## src/sv/itf_pkg.sv

```systemverilog
// Shared types, constants and the arctangent table of the tilt filter.
package itf_pkg;

	localparam int CORDIC_ITERS = 16;
	localparam int MAX_ITERS = 24;
	localparam int NITER = (CORDIC_ITERS > MAX_ITERS) ? MAX_ITERS : CORDIC_ITERS;
	localparam int SQRT_STEPS = 23;
	localparam int DIV_STEPS = 3;
	localparam int CNT_W = 6;
	localparam int DCNT_W = 2;
	localparam logic signed [24:0] ANGLE_90 = 25'sd5898240;
	localparam logic [16:0] ALPHA_ONE = 17'd65536;
	localparam logic [16:0] ALPHA_RESET = 17'd62259;
	localparam logic [9:0] DIV_K = 10'd1000;
	// ceil(2^35 / 1000): exact quotient for any dividend below 2^25
	localparam logic [25:0] DIV_RECIP = 26'd34359739;

	typedef enum logic [2:0] {
		REG_ACCEL_RANGE,
		REG_GYRO_RANGE,
		REG_BLEND_ALPHA,
		REG_ACCEL_BIAS_X,
		REG_ACCEL_BIAS_Y,
		REG_ACCEL_BIAS_Z,
		REG_GYRO_BIAS_X,
		REG_GYRO_BIAS_Y
	} reg_idx_t;

	typedef enum logic [3:0] {
		ST_IDLE,
		ST_SCALE,
		ST_SQUARE,
		ST_SUM,
		ST_SQRT,
		ST_CINIT,
		ST_CORDIC,
		ST_WAIT,
		ST_INTEG,
		ST_BMUL,
		ST_DONE
	} state_t;

	typedef struct packed {
		logic load;
		logic scale;
		logic square;
		logic sum;
		logic sqrt_step;
		logic cinit;
		logic cordic_step;
		logic integ;
		logic bmul;
		logic commit;
		logic [CNT_W-1:0] step;
	} cmd_t;

	typedef struct packed {
		logic div_busy;
		logic out_busy;
	} sts_t;

	function automatic logic [22:0] atan_deg(input logic [4:0] i);
		case (i)
			5'd0: return 23'd2949120;
			5'd1: return 23'd1740967;
			5'd2: return 23'd919879;
			5'd3: return 23'd466945;
			5'd4: return 23'd234379;
			5'd5: return 23'd117304;
			5'd6: return 23'd58666;
			5'd7: return 23'd29335;
			5'd8: return 23'd14668;
			5'd9: return 23'd7334;
			5'd10: return 23'd3667;
			5'd11: return 23'd1833;
			5'd12: return 23'd917;
			5'd13: return 23'd458;
			5'd14: return 23'd229;
			5'd15: return 23'd115;
			5'd16: return 23'd57;
			5'd17: return 23'd29;
			5'd18: return 23'd14;
			5'd19: return 23'd7;
			5'd20: return 23'd4;
			5'd21: return 23'd2;
			5'd22: return 23'd1;
			default: return 23'd0;
		endcase
	endfunction

endpackage

```

## src/sv/itf_ctrl.sv

```systemverilog
// Sequencer of the tilt filter: steps the datapath through one sample.
module itf_ctrl import itf_pkg::*; (
	input  logic clk,
	input  logic arst_n,
	input  logic in_valid,
	output logic in_ready,
	input  sts_t sts,
	output cmd_t cmd
);

	state_t state_q, state_d;
	logic [CNT_W-1:0] cnt_q;
	logic last_sqrt, last_cordic;

	assign last_sqrt = (cnt_q == CNT_W'(SQRT_STEPS - 1));
	assign last_cordic = (cnt_q == CNT_W'(NITER - 1));

	always_ff @(posedge clk or negedge arst_n) begin
		if (!arst_n) begin
			state_q <= ST_IDLE;
			cnt_q <= '0;
		end else begin
			state_q <= state_d;
			if ((state_q == ST_SQRT && !last_sqrt) || (state_q == ST_CORDIC && !last_cordic))
				cnt_q <= cnt_q + 1'b1;
			else
				cnt_q <= '0;
		end
	end

	always_comb begin
		state_d = state_q;
		case (state_q)
			ST_IDLE:   if (in_valid) state_d = ST_SCALE;
			ST_SCALE:  state_d = ST_SQUARE;
			ST_SQUARE: state_d = ST_SUM;
			ST_SUM:    state_d = ST_SQRT;
			ST_SQRT:   if (last_sqrt) state_d = ST_CINIT;
			ST_CINIT:  state_d = ST_CORDIC;
			ST_CORDIC: if (last_cordic) state_d = ST_WAIT;
			ST_WAIT:   if (!sts.div_busy) state_d = ST_INTEG;
			ST_INTEG:  state_d = ST_BMUL;
			ST_BMUL:   state_d = ST_DONE;
			ST_DONE:   if (!sts.out_busy) state_d = ST_IDLE;
			default:   state_d = ST_IDLE;
		endcase
	end

	always_comb begin
		cmd = '0;
		cmd.step = cnt_q;
		in_ready = 1'b0;
		case (state_q)
			ST_IDLE: begin
				in_ready = 1'b1;
				cmd.load = in_valid;
			end
			ST_SCALE:  cmd.scale = 1'b1;
			ST_SQUARE: cmd.square = 1'b1;
			ST_SUM:    cmd.sum = 1'b1;
			ST_SQRT:   cmd.sqrt_step = 1'b1;
			ST_CINIT:  cmd.cinit = 1'b1;
			ST_CORDIC: cmd.cordic_step = 1'b1;
			ST_INTEG:  cmd.integ = 1'b1;
			ST_BMUL:   cmd.bmul = 1'b1;
			ST_DONE:   cmd.commit = !sts.out_busy;
			default: ;
		endcase
	end

endmodule

```

## config.mk

```make
export PLATFORM = sky130hd
export DESIGN_NAME = itf_ctrl
export DESIGN_NICKNAME = d
export VERILOG_FILES = /design/src/sv/itf_pkg.sv /design/src/sv/itf_ctrl.sv
export SDC_FILE = /design/constraint.sdc
export NUM_CORES = 1
export LEC_CHECK = 0
export BUFFER_PORTS_ARGS = -buffer_cell sky130_fd_sc_hd__clkbuf_2
export CAP_MARGIN = 20
export CORE_MARGIN = 8
export CORE_UTILIZATION = 47
export CTS_CLUSTER_SIZE = 16
export DETAILED_ROUTE_END_ITERATION = 16
export PLACE_DENSITY = 0.75
export SLEW_MARGIN = 40
export SYNTH_ARGS = -nofsm -noshare
export SYNTH_HDL_FRONTEND = slang
export SYNTH_SLANG_ARGS = --single-unit
```

## constraint.sdc

```tcl
create_clock -name clk -period 1.6 [get_ports clk]
set_input_delay 0.08 -clock clk [delete_from_list [all_inputs] [get_ports clk]]
set_output_delay 0.08 -clock clk [all_outputs]
set_load 0.05 [all_outputs]
```

Word-level counts from Yosys, hierarchy flattened
Index checks and enable logic that the tools add are counted.
{"block": "totals", "ff_bits": 10, "romBits": 0, "input_bits": 5, "output_inout_bits": 17, "mem_count": 0, "wordCells": 46, "latch_bits": 0, "ram_bits": 0}
{"block": "op_classes", "n_lt_le_gt_ge": 0, "n_mux": 18, "n_bitwise": 0, "n_reduce_logical": 8, "div": 0, "shift": 0, "n_eq_ne": 17, "mul": 0, "addsub": 1}
{"operator": "$pmux W4 S11", "count": 1}
{"operator": "$mux W4", "count": 5}
{"operator": "$eq A4 B3 Y1 const B", "count": 4}
{"operator": "$eq A4 B4 Y1 const B", "count": 3}
{"operator": "$mux W1", "count": 11}
{"operator": "$ne A2 B2 Y1 const B", "count": 5}
{"operator": "$eq A4 B2 Y1 const B", "count": 2}
{"operator": "$add A6 B1 Y6 const B", "count": 1}
{"operator": "$eq A6 B4 Y1 const B", "count": 1}
{"operator": "$eq A6 B5 Y1 const B", "count": 1}
{"operator": "$mux W6", "count": 1}
{"operator": "$reduce_and A5 Y1", "count": 1}
{"operator": "$eq A4 B1 Y1 const B", "count": 1}
{"operator": "$logic_not A4 Y1", "count": 1}
{"operator": "$logic_not A1 Y1", "count": 3}
{"operator": "$logic_and A1 B1 Y1", "count": 2}
{"operator": "$logic_or A1 B1 Y1", "count": 1}

Depth between registers and ports, before layout
Gate-level depths: netlist of the first run.
{"block": "logic_depth", "word_depth": 5, "mapped_depth": 6, "depth_no_buf": 6}

Least setup slack after synthesis of the first run
Ideal clock, no wire load.
{"block": "synth_timing", "kind": "register -> output", "from": "reg state_q[0]", "to": "out cmd[15] (netlist bit)", "path_stages_with_launch": 4, "path_buffers": 1, "t_arrival_ns": 2.746, "path_slack_ns": -1.226, "cell_sequence": "dfrtp_1 clkbuf_1 nor4_1 and2_1"}
{"item": "from (decl)", "line": "itf_ctrl.sv:11", "source": "state_t state_q, state_d;"}
{"item": "from (signal assigned)", "line": "itf_ctrl.sv:23", "source": "state_q <= state_d;"}
{"item": "to (decl)", "line": "itf_ctrl.sv:8", "source": "output cmd_t cmd"}

==> results.md, run 1 <==
* Status: complete, no violations
* Post-synthesis simple-gate area fraction at 0.315
* Finished Layout Cells at 117
* Layout net count at 110
* Worst Hold Launch: sts[1]
* XOR/XNOR Fraction of Synth Area at 0.0135
* Clock sinks at 10
* Fmax at 663 MHz
* Slowest stage cell, crit path: dfrtp_2
* Cells after DPL at 112
* Relative slew margins at 0.812
* Hold_ws at 0.0776 ns
* HP Class: in -> reg
* Core ar. at 1300 um2
* GRT Util Overall at 0.122
* Aggregate global routing overflow at 0
* Kind of critical path: reg -> out
* R2r worst-path depth at 5
* FF-to-FF setup slack at 0.14 ns
* TritonCTS clock tree: yes
* DIE HEIGHT at 53.1 um
* Port bufs at 21
* Largest net degree at the start of global routing at 15
* TritonRoute pass-1 iters at 4
* Top-area cell type share of the netlist area at 0.387
* Vias in the first global route at 575
* Clock tree buffer depth at 2
* I/O pin count at 22
* # rows at 13
* CP delay by family, top: flip-flops
* Async SR Flop Fraction at 1.00
* Reg clk slew, reported paths at 0.06 ns
* Mapped cell area at 647 um2
* Syn nets at 85
* Initial antenna violation count at 0
* Placed instance area at 800 um2
* Cell count after synthesis at 78
* DRC Markers at 0
* Synth Area in Compound Gates at 0.176
* Die X at 53.1 um
* Max-slew violations at 0
* Worst Clk Skew at 0.00661 ns
* Unrepaired setup endpoints after global routing: false
* Least-Margin Pin Slew at 0.283 ns
* Crit Reg-Reg Endpoint: state_q[0]
* Seq/Total Area, Yosys at 0.387
* Iter 0 DRT Violations at 14
* Top_reg_cell synth: dfrtp_1
* Cells along the critical path: nor4_4 -> and2_1 -> clkbuf_4
* Synth area leader: dfrtp_1
* Multi-input gate area in the final layout at 393 um2
* Clock tree root driver cell: clkbuf_4
* Routed vias/inst at 5.45
* Minimum clock period after layout at 1.51 ns
* CP required at 1.52 ns
* LEAKAGE at 0.377 nW
* EDFF count, synth at 0
* Yosys warns at 0
* FF+latch area at 258 um2
* Hold Path End: state_q[3]
* Reg2reg start: cnt_q[0]
* Clock Latency Late Sink at 0.27 ns
* Setup crit end kind: primary output
* Synthesis-to-layout area growth at 31.5%
* Pwr/cell area at 1830 nW/um2
* Setup Buffers After CTS at 0
* Post-Synth Adder-Cell Area at 0.0387
* Peak VDD IR at 0.000990 V
* Post-route cell area at 851 um2
* Fillers at 113
* Critical Path Start Type: flip-flop
* Syn avg cell area at 8.29 um2
* Crit-path max FO at 11
* Post-route clock period utilization at 0.943
* Largest family of logic cells by synthesized area: simple AND/OR/NAND/NOR gates
* Util after Layout at 0.654
* WL/cell at 13.6 um
* Ant. Diodes at 0
* Total CTS buffers at 3
* Starting Density at 0.497
* Vias at 638
* Multiplexer share of the synthesized area at 0.0174
* Largest cells by area after synthesis: dfrtp_1 (39%), nand2_1 (5.8%), nor3_1 (5.4%)
* DRT antenna net count at 0
* Final setup vio count at 0
* HPWL after DPL at 1190 um
* Drt total wl at 1590 um
* Final RePlAce weighted congestion at 0.852
* H-Tree Depth at 1
* Die Area at 2820 um2
* CP arrival at 1.43 ns
* Synth Register Bits at 10
* WP buf/inv at 1
* Fraction of layout cells with a size suffix above 1 at 0.382
* Count of cell types in the netlist at 33
* Largest stage delay on the critical path at 0.49 ns
* First-pass GRT wire length at 2640 um
* Hold path depth at 2
* Final hold violations at 0
* Max_cap viols at 0
flip-flops by register name (all words and copies together), names as in the netlist:
register,flops
cnt_q,6
state_q,4
logic make-up after synthesis:
kind of cell,after synthesis
AND/OR/NAND/NOR,39
AO/OA/AOI/OAI,17
flip-flops,10
buffers and inverters,8
adder cells (fa/ha/maj),2
XOR/XNOR,1
multiplexers,1
report_power, final:
part           internal (W)  total [W]  switching [W]  leakage (nW)
clock             0.0000963   0.000180      0.0000835        0.0150
sequential         0.000331   0.000496       0.000166         0.124
combinational      0.000266   0.000879       0.000613         0.238
total              0.000693    0.00156       0.000862         0.377
how the worst max path moves through the flow:
stage / from / end / depth (start not counted) / slack, ns
2_1_floorplan: state_q[2] / cmd[11] / 3 / -0.28
4_1_cts: state_q[0] / cmd[6] / 4 / 0.002
5_1_grt: state_q[0] / cmd[15] / 3 / 0.002
3_3_place_gp: cnt_q[0] / state_q[0] / 5 / 0.18
3_5_place_dp: state_q[1] / state_q[0] / 4 / 0.17
6_report: state_q[0] / cmd[15] / 3 / 0.09
per-stage QoR:
step                      worst slack (ns)  TNS [ns]  power (W)
after CTS                          0.00233         0    0.00155
after global routing               0.00168         0    0.00167
after global placement               0.182         0    0.00135
after floorplan                     -0.285    -0.977    0.00116
final                               0.0909         0    0.00156
after detailed placement             0.174         0    0.00136
layout make-up:
cell class              count  area share
inverters                   4      0.0176
multi-input cells          60       0.462
clock buffers               4      0.0309
flip-flops and latches     10       0.303
repair buffers             24       0.165
well taps                  15      0.0221
cell usage in the layout (no fill, tap or decap), drive strengths merged, types with 2 or more instances in the layout:
master,synthesis,final
or3,2,2
dfrtp,10,10
buf,3,5
o21ai,3,3
nand2,10,10
nand2b,2,2
inv,4,4
nor2,7,7
nor3,7,7
nor4,2,2
nand3,2,2
a211oi,2,2
a21oi,5,5
ha,2,2
clkbuf,1,22
synthesized netlist by cell type (2+ instances only):
cell / number
dfrtp_1: 10
nor2_1: 7
buf_2: 3
a211oi_1: 2
o21ai_0: 3
nor4_1: 2
or3_1: 2
a21oi_1: 4
nand2b_1: 2
nand3_1: 2
ha_1: 2
nand2_1: 10
inv_1: 3
nor3_1: 7
metal layers:
metal  vias to the layer above  track usage  share of wire
met5                         -            0              0
met4                         0       0.0252         0.0044
met3                         2       0.0616          0.068
met2                        15        0.178           0.48
met1                       290        0.159           0.45
li1                        331            -              -
repair_timing:
item,CTS,global route
resized for setup,1,13
setup endpoints to repair,1,11
endpoints found under the hold margin,10,0
hold buffers,1,0
(Power assumes the default switching activity.)
==> run 2: changes to the inputs <==
PLACE_DENSITY = unset   (was 0.75)
PLACE_DENSITY_LB_ADDON = 0.12   (was unset)
==> run 2 against run 1 <==
Routed wire length is 12% higher. Final area rose by 4.1%. Combinational power rose by 3.5%. Register-to-register slack lost 0.02 ns. Clock power is 28% higher. Sequential cell count did not move. Sequential share of layout area down 1.2 points. Sequential power increased by 2%. Count of clock-buffer cells in the layout unchanged. Setup slack lost 0.00085 ns. Critical path type unchanged. Largest power group unchanged.
==> results.md, run 2 (synthesis gave the netlist of run 1 again) <==
* Status: complete, no violations
* Gate power share at 0.553
* Layout net count at 112
* Clock Power Share at 0.140
* Relative slew margins at 0.791
* Commonest non-fill, non-tap cell in the layout: clkbuf_2
* First-pass GRT wire length at 2810 um
* I/O pin count at 22
* Ant. Diodes at 0
* P_sw at 0.000892 W
* Multi-input gate area in the final layout at 400 um2
* Pwr/cell area at 1860 nW/um2
* Setup crit end kind: primary output
* Vias at 669
* TritonRoute pass-1 iters at 4
* Post-Route M1 WL at 788 um
* DRC Markers at 0
* Aggregate global routing overflow at 0
* Fmax at 662 MHz
* Clock sinks at 10
* Max reg flops at 6
* Crit-path max FO at 11
* Net Sw Frac at 0.542
* HP Class: in -> reg
* # rows at 13
* CP arrival at 1.43 ns
* Drt total wl at 1780 um
* Clock tree buffer depth at 2
* Max_cap viols at 0
* Routed length on met3 at 144 um
* Worst Clk Skew at 0.00486 ns
* Die X at 53.1 um
* Least-Margin Pin Slew at 0.312 ns
* Vias in the first global route at 614
* GRT Util Overall at 0.131
* Largest net degree at the start of global routing at 15
* Port bufs at 21
* Initial antenna violation count at 0
* Fillers at 114
* DRT antenna net count at 0
* Reg clk slew, reported paths at 0.07 ns
* FF+latch area at 258 um2
* TritonCTS clock tree: yes
* Final setup vio count at 0
* Iter 0 DRT Violations at 32
* Die Area at 2820 um2
* Biggest regs: cnt_q: 6 flops, state_q: 4 flops
* Final RePlAce weighted congestion at 0.729
* Starting Density at 0.497
* Fraction of layout cells with a size suffix above 1 at 0.404
* CP startpoint: state_q[0]
* Clock tree root driver cell: clkbuf_4
* Peak VDD IR at 0.00114 V
* DIE HEIGHT at 53.1 um
* LEAKAGE at 0.395 nW
* Placed instance area at 792 um2
* Crit Reg-Reg Endpoint: state_q[0]
* WL/cell at 15.0 um
* Internal power at 0.000754 W
* Synthesis-to-layout area growth at 36.9%
* Highest routing layer actually used: met3
* H-Tree Depth at 1
* R2r worst-path depth at 5
* Clock Latency Late Sink at 0.27 ns
* Core ar. at 1300 um2
* Most frequent cells in the layout: clkbuf_2 (15), nand2_1 (10), nor2_1 (7)
* Minimum clock period after layout at 1.51 ns
* Met2 wire length at 848 um
* Biggest register: cnt_q
* Max-slew violations at 0
* Final hold violations at 0
* Reg power frac at 0.307
* Kind of critical path: reg -> out
* Post-route clock period utilization at 0.944
* Post-route cell area at 886 um2
* Total CTS buffers at 3
* Reg2reg start: cnt_q[0]
* Routed vias/inst at 5.62
* CP required at 1.52 ns
* Util after Layout at 0.681
* FF-to-FF setup slack at 0.12 ns
* HPWL after DPL at 1250 um
* Critical Path Start Type: flip-flop
* CP endpoint: cmd[15]
## run 2: cell count changes in the layout (fill, tap and decap cells not counted)
cell | before | now
clkbuf_8 | 0 | 1
clkbuf_1 | 1 | 0
clkbuf_4 | 5 | 6
clkbuf_2 | 16 | 15
a21oi_2 | 1 | 0
a21oi_4 | 0 | 1
buf_4 | 4 | 6
## run 2: power groups by stage
stage	sequential, W	combinational [W]	clock [W]
final	0.000506	0.000910	0.000231
after global routing	0.000524	0.000978	0.000249
after CTS	0.000508	0.000862	0.000235
after detailed placement	0.000508	0.000849	0
after global placement	0.000497	0.000845	0
after floorplan	0.000468	0.000693	0
## run 2: final cells by class
type,count,area share
flip-flops and latches,10,0.291
repair buffers,26,0.178
inverters,4,0.0169
multi-input cells,60,0.452
well taps,15,0.0212
clock buffers,4,0.0410
## run 2: worst min path at each step
stage | from | to | slack (ns) | depth (start not counted)
finish | sts[1] | state_q[3] | 0.09 | 2
global route | sts[1] | state_q[3] | 0.1 | 2
CTS | sts[1] | state_q[3] | 0.09 | 2
detailed placement | arst_n | state_q[3] | -0.04 | 1
global placement | arst_n | cnt_q[3] | -0.04 | 1
floorplan | arst_n | cnt_q[0] | -0.22 | 0
## run 2: metal layers
metal	global-route usage	vias up
met5	0	-
met4	0.0126	0
met3	0.0644	0
met2	0.207	27
met1	0.162	309
li1	-	333
## run 2: through the flow
step	setup WS [ns]	hold slack [ns]	TNS, ns	instances	power (W)
6_report	0.0900	0.0923	0	119	0.00165
2_1_floorplan	-0.285	-0.216	-0.977	78	0.00116
4_1_cts	0.00161	0.0904	0	116	0.00161
5_1_grt	-0.0205	0.0986	-0.0205	119	0.00175
3_3_place_gp	0.203	-0.0441	0	111	0.00134
3_5_place_dp	0.108	-0.0357	0	111	0.00136
## run 2: what timing repair did
action / 4_1_cts / 5_1_grt
hold endpoints to repair: 10 / 0
cloned: 0 / 0
hold buffers: 1 / 0
buffers inserted: 0 / 3
resized for setup: 5 / 10
endpoints found under the setup margin: 9 / 10
## run 2: critical path, cell delays in order, from the launching register on
cell and delay (ns):
dfrtp_2 0.49, nor4_4 0.30, and2_1 0.15, clkbuf_4 0.22
